File: src/rtl/xrr_pkg.sv
// ----------------------------------------------------------------------------
// xrr_pkg
// Shared types and constants of the ranged xorshift128 generator.
// ----------------------------------------------------------------------------
package xrr_pkg;

  localparam int DataW = 32;
  localparam int CfgIdxW = 2;

  localparam logic [DataW-1:0] SEED_A_RST = 32'd123456789;
  localparam logic [DataW-1:0] SEED_B_RST = 32'd362436069;
  localparam logic [DataW-1:0] SEED_C_RST = 32'd521288629;
  localparam logic [DataW-1:0] SEED_D_RST = 32'd88675123;

  localparam logic [CfgIdxW-1:0] CFG_SEED_A = 2'd0;
  localparam logic [CfgIdxW-1:0] CFG_SEED_B = 2'd1;
  localparam logic [CfgIdxW-1:0] CFG_SEED_C = 2'd2;
  localparam logic [CfgIdxW-1:0] CFG_SEED_D = 2'd3;

  localparam logic OP_DRAW   = 1'b0;
  localparam logic OP_RESEED = 1'b1;

  typedef enum logic [2:0] {
    ST_IDLE,
    ST_WARM,
    ST_STEP,
    ST_DIV,
    ST_RESULT
  } state_e;

  typedef struct packed {
    logic load;
    logic step;
  } gen_ctrl_t;

  typedef struct packed {
    logic [DataW-1:0] a;
    logic [DataW-1:0] b;
    logic [DataW-1:0] c;
    logic [DataW-1:0] d;
  } seeds_t;

endpackage

File: src/rtl/xrr_gen.sv
// ----------------------------------------------------------------------------
// xrr_gen
// Four-word xorshift128 state with seed load and single-step advance.
// ----------------------------------------------------------------------------
module xrr_gen (
  input  logic                    clk_i,
  input  logic                    rst_ni,
  input  xrr_pkg::gen_ctrl_t      ctrl_i,
  input  xrr_pkg::seeds_t         seeds_i,
  output logic [xrr_pkg::DataW-1:0] next_word_o
);
  import xrr_pkg::*;

  logic [DataW-1:0] x_q, y_q, z_q, w_q;
  logic [DataW-1:0] x_d, y_d, z_d, w_d;
  logic [DataW-1:0] t1, t2, nx;

  always_comb begin
    t1 = w_q ^ (w_q << 11);
    t2 = t1 ^ (t1 >> 8);
    nx = t2 ^ x_q ^ (x_q >> 19);
  end

  assign next_word_o = nx;

  always_comb begin
    x_d = x_q;
    y_d = y_q;
    z_d = z_q;
    w_d = w_q;
    if (ctrl_i.load) begin
      x_d = seeds_i.a;
      y_d = seeds_i.b;
      z_d = seeds_i.c;
      w_d = seeds_i.d;
    end else if (ctrl_i.step) begin
      x_d = nx;
      y_d = x_q;
      z_d = y_q;
      w_d = z_q;
    end
  end

  always_ff @(posedge clk_i or negedge rst_ni) begin
    if (!rst_ni) begin
      x_q <= SEED_A_RST;
      y_q <= SEED_B_RST;
      z_q <= SEED_C_RST;
      w_q <= SEED_D_RST;
    end else begin
      x_q <= x_d;
      y_q <= y_d;
      z_q <= z_d;
      w_q <= w_d;
    end
  end

endmodule

File: src/rtl/xrr_div.sv
// ----------------------------------------------------------------------------
// xrr_div
// Restoring remainder unit, one quotient bit per cycle.
// ----------------------------------------------------------------------------
module xrr_div (
  input  logic                      clk_i,
  input  logic                      rst_ni,
  input  logic                      start_i,
  input  logic [xrr_pkg::DataW-1:0] dividend_i,
  input  logic [xrr_pkg::DataW-1:0] divisor_i,
  output logic                      done_o,
  output logic [xrr_pkg::DataW-1:0] rem_o
);
  import xrr_pkg::*;

  localparam int CntW = $clog2(DataW);

  logic            busy_q, busy_d;
  logic            done_q, done_d;
  logic [CntW-1:0] cnt_q, cnt_d;
  logic [DataW:0]  rem_q, rem_d;
  logic [DataW-1:0] dvd_q, dvd_d;
  logic [DataW-1:0] dsr_q, dsr_d;
  logic [DataW:0]  shifted;

  always_comb begin
    busy_d  = busy_q;
    done_d  = 1'b0;
    cnt_d   = cnt_q;
    rem_d   = rem_q;
    dvd_d   = dvd_q;
    dsr_d   = dsr_q;
    shifted = {rem_q[DataW-1:0], dvd_q[DataW-1]};
    if (start_i) begin
      busy_d = 1'b1;
      cnt_d  = '0;
      rem_d  = '0;
      dvd_d  = dividend_i;
      dsr_d  = divisor_i;
    end else if (busy_q) begin
      dvd_d = {dvd_q[DataW-2:0], 1'b0};
      if (shifted >= {1'b0, dsr_q}) begin
        rem_d = shifted - {1'b0, dsr_q};
      end else begin
        rem_d = shifted;
      end
      cnt_d = cnt_q + 1'b1;
      if (cnt_q == CntW'(DataW - 1)) begin
        busy_d = 1'b0;
        done_d = 1'b1;
      end
    end
  end

  always_ff @(posedge clk_i or negedge rst_ni) begin
    if (!rst_ni) begin
      busy_q <= 1'b0;
      done_q <= 1'b0;
      cnt_q  <= '0;
    end else begin
      busy_q <= busy_d;
      done_q <= done_d;
      cnt_q  <= cnt_d;
    end
  end

  always_ff @(posedge clk_i) begin
    rem_q <= rem_d;
    dvd_q <= dvd_d;
    dsr_q <= dsr_d;
  end

  assign done_o = done_q;
  assign rem_o  = rem_q[DataW-1:0];

endmodule

File: src/rtl/xorshift128_ranged_random.sv
// ----------------------------------------------------------------------------
// xorshift128_ranged_random
// xorshift128 generator with range reduction and reseed with warm-up.
//
//   channel  | handshake                 | payload
//   ---------+---------------------------+------------------------------------
//   input    | in_valid_i / in_stall_o   | op_i, range_low_i, range_high_i
//   output   | out_valid_o / out_stall_i | value_o
//   config   | cfg_we_i                  | cfg_idx_i, cfg_data_i
//
// An empty or one-value range skips the generator, the full range takes the
// generator word as is, a ranged draw goes through the remainder unit and a
// reseed steps the generator WARMUP_STEPS times, one generator step per cycle.
// The next input transfer can come in the cycle after the result is loaded.
// One item in work; in_stall_o is high until its result is loaded.
// Reset loads the default seeds into the state; no warm-up at reset.
// A finished result waits in its own register while the output stalls.
// ----------------------------------------------------------------------------
module xorshift128_ranged_random #(
  parameter int WARMUP_STEPS = 5000
) (
  input  logic                        clk_i,
  input  logic                        rst_ni,
  input  logic                        cfg_we_i,
  input  logic [xrr_pkg::CfgIdxW-1:0] cfg_idx_i,
  input  logic [xrr_pkg::DataW-1:0]   cfg_data_i,
  input  logic                        in_valid_i,
  output logic                        in_stall_o,
  input  logic                        op_i,
  input  logic [xrr_pkg::DataW-1:0]   range_low_i,
  input  logic [xrr_pkg::DataW-1:0]   range_high_i,
  output logic                        out_valid_o,
  input  logic                        out_stall_i,
  output logic [xrr_pkg::DataW-1:0]   value_o
);
  import xrr_pkg::*;

  localparam int CntW = (WARMUP_STEPS < 2) ? 1 : $clog2(WARMUP_STEPS + 1);

  state_e           state_q, state_d;
  seeds_t           seeds_q, seeds_d;
  logic [CntW-1:0]  warm_q, warm_d;
  logic [DataW-1:0] low_q, low_d;
  logic [DataW-1:0] span_q, span_d;
  logic [DataW-1:0] res_q, res_d;
  logic             out_valid_q, out_valid_d;
  logic [DataW-1:0] value_q, value_d;
  logic             in_xfer;
  gen_ctrl_t        gen_ctrl;
  logic [DataW-1:0] next_word;
  logic             div_start;
  logic             div_done;
  logic [DataW-1:0] div_rem;

  always_comb begin
    seeds_d = seeds_q;
    if (cfg_we_i) begin
      unique case (cfg_idx_i)
        CFG_SEED_A: seeds_d.a = cfg_data_i;
        CFG_SEED_B: seeds_d.b = cfg_data_i;
        CFG_SEED_C: seeds_d.c = cfg_data_i;
        CFG_SEED_D: seeds_d.d = cfg_data_i;
        default: seeds_d = seeds_q;
      endcase
    end
  end

  assign in_stall_o = (state_q != ST_IDLE);
  assign in_xfer    = in_valid_i && !in_stall_o;

  always_comb begin
    state_d     = state_q;
    warm_d      = warm_q;
    low_d       = low_q;
    span_d      = span_q;
    res_d       = res_q;
    gen_ctrl    = '0;
    div_start   = 1'b0;
    out_valid_d = out_valid_q && out_stall_i;
    value_d     = value_q;
    unique case (state_q)
      ST_IDLE: begin
        if (in_xfer) begin
          if (op_i == OP_RESEED) begin
            gen_ctrl.load = 1'b1;
            warm_d        = CntW'(WARMUP_STEPS);
            state_d       = ST_WARM;
          end else if (range_low_i >= range_high_i) begin
            res_d   = range_high_i;
            state_d = ST_RESULT;
          end else begin
            low_d   = range_low_i;
            span_d  = range_high_i - range_low_i + 1'b1;
            state_d = ST_STEP;
          end
        end
      end
      ST_WARM: begin
        if (warm_q == '0) begin
          res_d   = '0;
          state_d = ST_RESULT;
        end else begin
          gen_ctrl.step = 1'b1;
          warm_d        = warm_q - 1'b1;
        end
      end
      ST_STEP: begin
        gen_ctrl.step = 1'b1;
        if (span_q == '0) begin
          res_d   = next_word;
          state_d = ST_RESULT;
        end else begin
          div_start = 1'b1;
          state_d   = ST_DIV;
        end
      end
      ST_DIV: begin
        if (div_done) begin
          res_d   = low_q + div_rem;
          state_d = ST_RESULT;
        end
      end
      ST_RESULT: begin
        if (!out_valid_q || !out_stall_i) begin
          out_valid_d = 1'b1;
          value_d     = res_q;
          state_d     = ST_IDLE;
        end
      end
      default: state_d = ST_IDLE;
    endcase
  end

  always_ff @(posedge clk_i or negedge rst_ni) begin
    if (!rst_ni) begin
      state_q     <= ST_IDLE;
      warm_q      <= '0;
      out_valid_q <= 1'b0;
      seeds_q     <= '{a: SEED_A_RST, b: SEED_B_RST, c: SEED_C_RST, d: SEED_D_RST};
    end else begin
      state_q     <= state_d;
      warm_q      <= warm_d;
      out_valid_q <= out_valid_d;
      seeds_q     <= seeds_d;
    end
  end

  always_ff @(posedge clk_i) begin
    low_q   <= low_d;
    span_q  <= span_d;
    res_q   <= res_d;
    value_q <= value_d;
  end

  xrr_gen u_gen (
    .clk_i       (clk_i),
    .rst_ni      (rst_ni),
    .ctrl_i      (gen_ctrl),
    .seeds_i     (seeds_q),
    .next_word_o (next_word)
  );

  xrr_div u_div (
    .clk_i      (clk_i),
    .rst_ni     (rst_ni),
    .start_i    (div_start),
    .dividend_i (next_word),
    .divisor_i  (span_q),
    .done_o     (div_done),
    .rem_o      (div_rem)
  );

  assign out_valid_o = out_valid_q;
  assign value_o     = value_q;

endmodule
File: config.mk
export PLATFORM = sky130hd
export DESIGN_NAME = xorshift128_ranged_random
export DESIGN_NICKNAME = d
export VERILOG_FILES = /design/src/rtl/xrr_pkg.sv /design/src/rtl/xrr_gen.sv /design/src/rtl/xrr_div.sv /design/src/rtl/xorshift128_ranged_random.sv
export SDC_FILE = /design/constraint.sdc
export NUM_CORES = 1
export LEC_CHECK = 0
export ABC_AREA = 1
export BUFFER_PORTS_ARGS = -buffer_cell sky130_fd_sc_hd__buf_2
export CAP_MARGIN = 30
export CORE_MARGIN = 5
export CORE_UTILIZATION = 60
export CTS_CLUSTER_SIZE = 25
export DETAILED_ROUTE_END_ITERATION = 10
export PLACE_DENSITY = 0.78
export SYNTH_ARGS = -nofsm -noshare
export SYNTH_HDL_FRONTEND = slang
export SYNTH_SLANG_ARGS = --single-unit
File: constraint.sdc
create_clock -name clk_i -period 7.6 [get_ports clk_i]
set_input_delay 0.38 -clock clk_i [delete_from_list [all_inputs] [get_ports clk_i]]
set_output_delay 0.38 -clock clk_i [all_outputs]
set_load 0.1 [all_outputs]
==> results of run 1 <==
where the power goes:
part	switching, uW	total, uW	internal, uW
registers	62.4	3040	2970
logic	309	476	167
clock network	1110	2660	1550
cells in the mapped netlist, types with 5 or more instances:
cell and instances:
a21boi_0 10, a21o_1 5, a21oi_1 115, a22oi_1 12, a31oi_1 33, buf_2 46, buf_4 5, clkbuf_1 50
dfrtp_1 158, dfstp_2 122, dfxtp_1 32, edfxtp_1 192, ha_1 158, inv_1 429, inv_2 9, nand2_1 1089
nand3_1 224, nand3b_1 19, nand4_1 26, nor2_1 201, nor3_1 19, o211ai_1 78, o21a_1 7, o21ai_0 195
o21ai_1 25, o21bai_1 16, o221ai_1 9, or2_2 15, xnor2_1 55, xor2_1 79
placed cells by master, fill, tap and decap left out, drive strengths merged, types with 7 or more instances in the layout:
cell            n
xnor2          55
inv           439
o21bai         16
dfxtp          32
o21ai         220
o21a            7
edfxtp        192
nand2        1094
nand3b         19
o221ai          9
buf           160
ha            158
nand3         225
or2            15
dfrtp         158
xor2           79
a21oi         115
clkbuf         77
o211ai         78
a21boi         10
a31oi          33
nor3           21
nor2          208
clkinv         10
dfstp         122
dlygate4sd3    16
nand4          26
a22oi          12
path summary, 6_finish.rpt:
| kind | from | end | slack [ns] | cells past startpoint |
|---|---|---|---|---|
| setup / recovery | warm_q[0] | u_gen.z_q[1] | 3.90 | 14 |
| hold / removal | cfg_data_i[16] | seeds_q[112] | 0.02 | 3 |
| setup reg to reg | warm_q[0] | u_gen.z_q[1] | 3.90 | 14 |
| hold reg to reg | res_q[31] | value_o[31] | 0.42 | 0 |
| max in group asynchronous | rst_ni | u_gen.w_q[11] | 5.83 | 3 |
| min in group asynchronous | rst_ni | warm_q[10] | 0.42 | 2 |
sequential cells by signal, summed over array words and instances, names as in the netlist:
register      count
out_valid_o       1
u_div.dsr_q      32
u_div.dvd_q      32
state_q           3
u_div.cnt_q       5
u_div.rem_q      32
warm_q           13
low_q            32
u_gen.w_q        32
u_div.busy_q      1
seeds_q         128
u_gen.y_q        32
span_q           32
value_o          32
u_gen.z_q        32
res_q            32
u_div.done_o      1
u_gen.x_q        32
through the flow:
stage,area [um2],util (%)
after detailed placement,29700,62.8
after global routing,31700,67.0
after floorplan,28500,-
final,31700,67.0
after global placement,29700,62.8
after CTS,31700,66.9
worst register-to-register path: cells and delay by family, from the launching register on:
family	cells	cell delay, ns
buffers and inverters	5	1.67
and+or+nand+nor	7	1.25
adders and majority gates	1	0.20
DFF	1	0.37
AOI/OAI and AO/OA	1	0.13
per-layer routing:
layer	global-route usage, %	wire (um)	part of all wire (%)	vias up
met4	14.7	4420	5.4	0
met2	49.0	37200	46	1037
li1	-	-	-	11600
met3	4.95	6840	8.4	210
met1	40.9	32800	40	11400
met5	0	0	0	-
layout make-up:
class                   instances  area, um2  area share, %
clock buffers                  77       1500           4.72
multi-input cells            2421      12900           40.6
inverters                     438       1650           5.19
clock inverters                19        299          0.943
well taps                     615        769           2.43
flip-flops and latches        504      13600           42.8
repair buffers                176       1060           3.35
kinds of logic (layout without fill, tap and decap cells):
| family | Yosys count | after routing | share of synthesized area [%] |
|---|---|---|---|
| XOR/XNOR | 134 | 134 | 4.11 |
| flip-flops | 504 | 504 | 47.6 |
| AND/OR/NAND/NOR | 1614 | 1614 | 23.2 |
| adder cells (fa/ha/maj) | 162 | 162 | 7.21 |
| AO/OA/AOI/OAI | 511 | 511 | 10.4 |
| buffers and inverters | 544 | 710 | 7.50 |
what timing repair did:
item                                   4_1_cts  5_1_grt
resized for setup                            0        0
hold buffers                                16        0
endpoints found under the hold margin       95        0
==> impl_results.md, run 1 <==
* Syn_nets at 3,735
* CP max stage delay at 0.65 ns
* # placed instances at 4,137
* Gpl congestion at 1.01
* Largest net degree at the start of global routing at 125
* First-pass GRT wire length at 127,000 um
* Fin crit share at 48.7%
* DRT iter0 DRCs at 2,580
* # fillers at 3,923
* WHS at 0.0200 ns
* Req. time, crit path at 8.12 ns
* Final WL at 81,300 um
* Worst slew pin tran at 0.982 ns
* CP Class: flop to flop
* Maximum vdd drop at 0.194 mV
* Pwr dens at 195 mW/mm2
* Pre-Repair DR Iteration Count at 8
* Antenna violations before repair at 0
* Vias in the first global route at 23,000
* Clock Latency Late Sink at 0.64 ns
* Sink Count at 504
* Die Ht at 228 um
* Setup ws final at 3.90 ns
* Final non-filler cell total at 4,250
* Top cells by area, synth: edfxtp_1, nand2_1, dfrtp_1
* Final TNS setup at 0 ns
* Seq/Total Area, Yosys at 47.6%
* Mapped cell area at 0.0285 mm2
* Final Hold Viols at 0
* Final min period at 3.70 ns
* # port buffers at 137
* CP bufs+invs at 5
* Leak pwr at 0.0150 uW
* Power Total at 6170 uW
* Detail-routed via count per cell at 5.69
* Total Routing Usage GR at 30.5%
* CP Max Fanout at 79
* Max-slew headroom at 34.4%
* Maximum clock path buffer count at 3
* Clock Skew at 0.0419 ns
* Cells after synthesis at 3,469
* Detailed Place HPWL at 59,900 um
* P&R area growth vs syn at 11.2%
* Status: completed
* H-tree levels at 2
* Setup Fix Bufs, Post-CTS at 0
* Synth top area share at 20.2%
* Top FF cell, synth: edfxtp_1
* CP cell instances: inv_1 -> ha_1 -> nand2_1 -> nor2_1 -> nand3_1 -> nand2_2 -> inv_2 -> nor2_4 -> nand2_2 -> buf_4 -> inv_2 -> buf_4 -> nand2_1 -> o211ai_1
* Post-synth top area cell: edfxtp_1
* Max Freq at 0.270 GHz
* Ant. Diodes at 0
* Synth warnings at 0
* Slowest CP cell: buf_4
* DR WL/cell at 19.1 um
* Mapped Avg Cell Area at 8.22 um2
* Setup WS pre-CTS at 3.93 ns
* Final Slew Violations at 0
* Critical path's top delay family: buffers and inverters
* Initial Util at 60.3%
* Max-cap viol count at 0
* Clock transition at path regs at 0.06 ns
* CTS tree: yes
* Post-synth ARST share at 55.6%
* I/O pin cnt at 138
* Final Setup Violations at 0
* CP arrival at 4.22 ns
* CTS Buf Count at 51
* Launching element type of the critical path: flop
* Root buffer cell: clkbuf_16
* Post-route antenna net violation count at 0
* Crit. End Element: flop
* Final global-route overflow total at 0
* NumNets Final at 3,858
* Core Box Area at 0.0473 mm2
* # rows at 80
* RSZ-0062 raised after global routing: no
* Total number of vias at 24,200
* Unique cell type count in the Yosys netlist at 45
* HP Class: input pin to flop
* Die W at 228 um
* Layout cell share with drive strength beyond 1 at 11.3%
* #FFs+latches synth at 504
* DR DRC count at 0
* Number of flops mapped to enable cells by yosys at 192
* Die area at 0.0520 mm2
No activity file was read; power rests on OpenSTA's default activity.
==> run 2, diff against run 1 <==
- clock period: 7.6 -> 3.7 ns (I/O delays scaled with it)
==> run 2 against run 1 <==
Clock skew is 0.016 ns lower. Critical path type unchanged. Non-clock buffer count is 75 higher. Flip-flop and latch count stayed put. Routed wire length is 7.0% higher. Clock power is 98% higher. Combinational power is 120% higher. Largest power group unchanged.
==> impl_results.md, run 2 (synthesized netlist as in run 1, its figures left out) <==
* Final min period at 2.88 ns (-0.819 ns)
* Max Freq at 0.347 GHz (+28%)
* DR DRC count at 0 (unchanged)
* I/O pin cnt at 138 (unchanged)
* # port buffers at 137 (unchanged)
* Final TNS setup at 0 ns (unchanged)
* CP Class: flop to flop
* Clock transition at path regs at 0.06 ns (about the same)
* # resized after CTS at 0 (unchanged)
* Total Routing Usage GR at 32.8% (+2.3 points)
* R2r setup slk at 0.82 ns (-3.08 ns)
* FF-to-FF path depth at 13 (-1)
* H-tree levels at 2 (unchanged)
* Max reg flops at 128 (unchanged)
* Max-slew headroom at 24.5% (-9.9 points)
* Final global-route overflow total at 0 (unchanged)
* Capturing point of the worst reg2reg path: res_q[30]
* Die Ht at 228 um (unchanged)
* Power Total at 12,600 uW (+100%)
* Detailed Place HPWL at 64,100 um (+7.0%)
* Max-cap viol count at 0 (unchanged)
* # fillers at 3,952 (+0.74%)
* Pre-Repair DR Iteration Count at 6 (-2)
* Total number of vias at 24,600 (+1.6%)
* Final WL at 86,900 um (+7.0%)
* Pwr dens at 388 mW/mm2 (+100%)
* Sequential Area at 0.0136 mm2 (unchanged)
* Launching element type of the critical path: flop
* Biggest register: seeds_q
* Hold Crit Start: range_high_i[23]
* Leak pwr at 0.0153 uW (+2.0%)
* Sink Count at 504 (unchanged)
* Hold Crit Depth at 3 (unchanged)
* Root buffer cell: clkbuf_16
* CP arrival at 3.26 ns (-0.96 ns)
* Gpl congestion at 1.01 (-0.47%)
* Reg2reg start: u_div.rem_q[0]
* Layout cell share with drive strength beyond 1 at 11.2% (-0.078 points)
* CTS Buf Count at 53 (+3.9%)
* P&R area growth vs syn at 13.6%
* Die area at 0.0520 mm2 (unchanged)
* HP Class: input pin to flop
* Antenna violations before repair at 1 (+1)
* Hold endpoint: res_q[23]
* Highest-count cells in the layout ignoring fill and taps: nand2_1, inv_1, nand3_1
* Final Hold Viols at 0 (unchanged)
* Die W at 228 um (unchanged)
* First-pass GRT wire length at 135,000 um (+6.4%)
* Final Slew Violations at 0 (unchanged)
* RSZ-0062 raised after global routing: no
* Multi-input gate area at 0.0129 mm2 (unchanged)
* Core Box Area at 0.0473 mm2 (unchanged)
* Post-route antenna net violation count at 0 (unchanged)
* DR WL/cell at 20.1 um (+5.0%)
* # rows at 80 (unchanged)
* CTS tree: yes
* DRT iter0 DRCs at 2,685 (+4.1%)
* Post-route cell area at 0.0324 mm2 (+2.2%)
* Maximum clock path buffer count at 3 (unchanged)
* NumNets Final at 3,935 (+2.0%)
* Clock Skew at 0.0261 ns (-0.0158 ns)
* Status: completed
* Initial Util at 60.3% (unchanged)
* Req. time, crit path at 4.07 ns (-4.05 ns)
* Crit path from: u_div.rem_q[0]
* Commonest non-fill, non-tap cell in the layout: nand2_1
* Fin crit share at 77.9% (+29 points)
* CP Max Fanout at 6 (-92%)
* Vias in the first global route at 23,500 (+2.2%)
* Crit. End Element: flop
* Maximum vdd drop at 0.478 mV (+150%)
* Largest net degree at the start of global routing at 119 (-4.8%)
* Placed cell area at 0.0298 mm2 (+0.35%)
* Final Setup Violations at 0 (unchanged)
* Detail-routed via count per cell at 5.67 (-0.26%)
* Clock Latency Late Sink at 0.63 ns (about the same)
* Worst slew pin tran at 1.12 ns (+0.138 ns)
-- run 2: changes by cell type in the layout (fill, tap and decap cells not counted), moves of 2 or more --
cell	change
clkbuf_8	-4
bufinv_16	-3
dlygate4sd3_1	+69
clkinv_2	+5
buf_4	+3
clkbuf_1	-3
inv_6	+2
clkinv_1	+7
buf_12	+4
inv_4	+2
-- run 2: power breakdown --
part           switching, uW  internal [uW]
logic                    667            396
registers                125           6110
clock network           2350           2930
total                   3140           9440
-- run 2: routing by layer --
metal	up-vias	part of all wire (%)	GRT usage, %
met5	-	0	0
met4	0	5.2	15.4
met3	208	7.4	4.48
met2	1064	46	53.1
met1	11600	41	44.3
li1	11700	-	-
-- run 2: layout make-up --
| type | count | share of cell area (%) |
|---|---|---|
| Antenna cell | 1 | 0.00772 |
| Clock buffer | 70 | 4.48 |
| Clock inverter | 30 | 0.822 |
| Inverter | 438 | 5.08 |
| Multi-Input combinational cell | 2421 | 39.7 |
| Sequential cell | 504 | 41.9 |
| Tap cell | 615 | 2.37 |
| Timing Repair Buffer | 251 | 5.64 |
-- run 2: per-stage QoR --
| step | utilization, % | cells | hold slack, ns | setup WS (ns) |
|---|---|---|---|---|
| 3_5_place_dp | 63.0 | 4144 | 0.168 | 0.781 |
| 5_1_grt | 68.4 | 4330 | 0.0153 | 0.631 |
| 4_1_cts | 68.4 | 4329 | 0.0000972 | 0.912 |
| 6_report | 68.4 | 4330 | 0.0265 | 0.817 |
| 3_3_place_gp | 63.0 | 4144 | 0.165 | 0.860 |
| 2_1_floorplan | - | 3469 | -0.111 | 0.0920 |
-- run 2: worst max-delay path: stages (launching register included) --
cell	delay, ns
dfxtp_1	0.36
ha_1	0.22
fa_1	0.25
nand2_1	0.09
o21ai_0	0.87
nand2_1	0.10
nand2_1	0.16
nand2_1	0.06
nand2_1	0.18
nand2_1	0.10
nand2_1	0.07
nand2_1	0.04
nand3_1	0.06
nand3_1	0.07
-- run 2: repair_timing --
| item | 4_1_cts | 5_1_grt |
|---|---|---|
| hold buffers | 85 | 0 |
| setup buffers | 0 | 0 |
| endpoints found under the hold margin | 245 | 0 |
| endpoints found under the setup margin | 0 | 0 |
-- run 2: worst max path at each step --
stage / end / slack [ns] / depth (start not counted)
floorplan: low_q[0] / 0.09 / 5
global placement: span_q[27] / 0.86 / 13
detailed placement: span_q[27] / 0.78 / 13
CTS: res_q[22] / 0.91 / 13
global route: res_q[30] / 0.63 / 13
finish: res_q[30] / 0.82 / 13
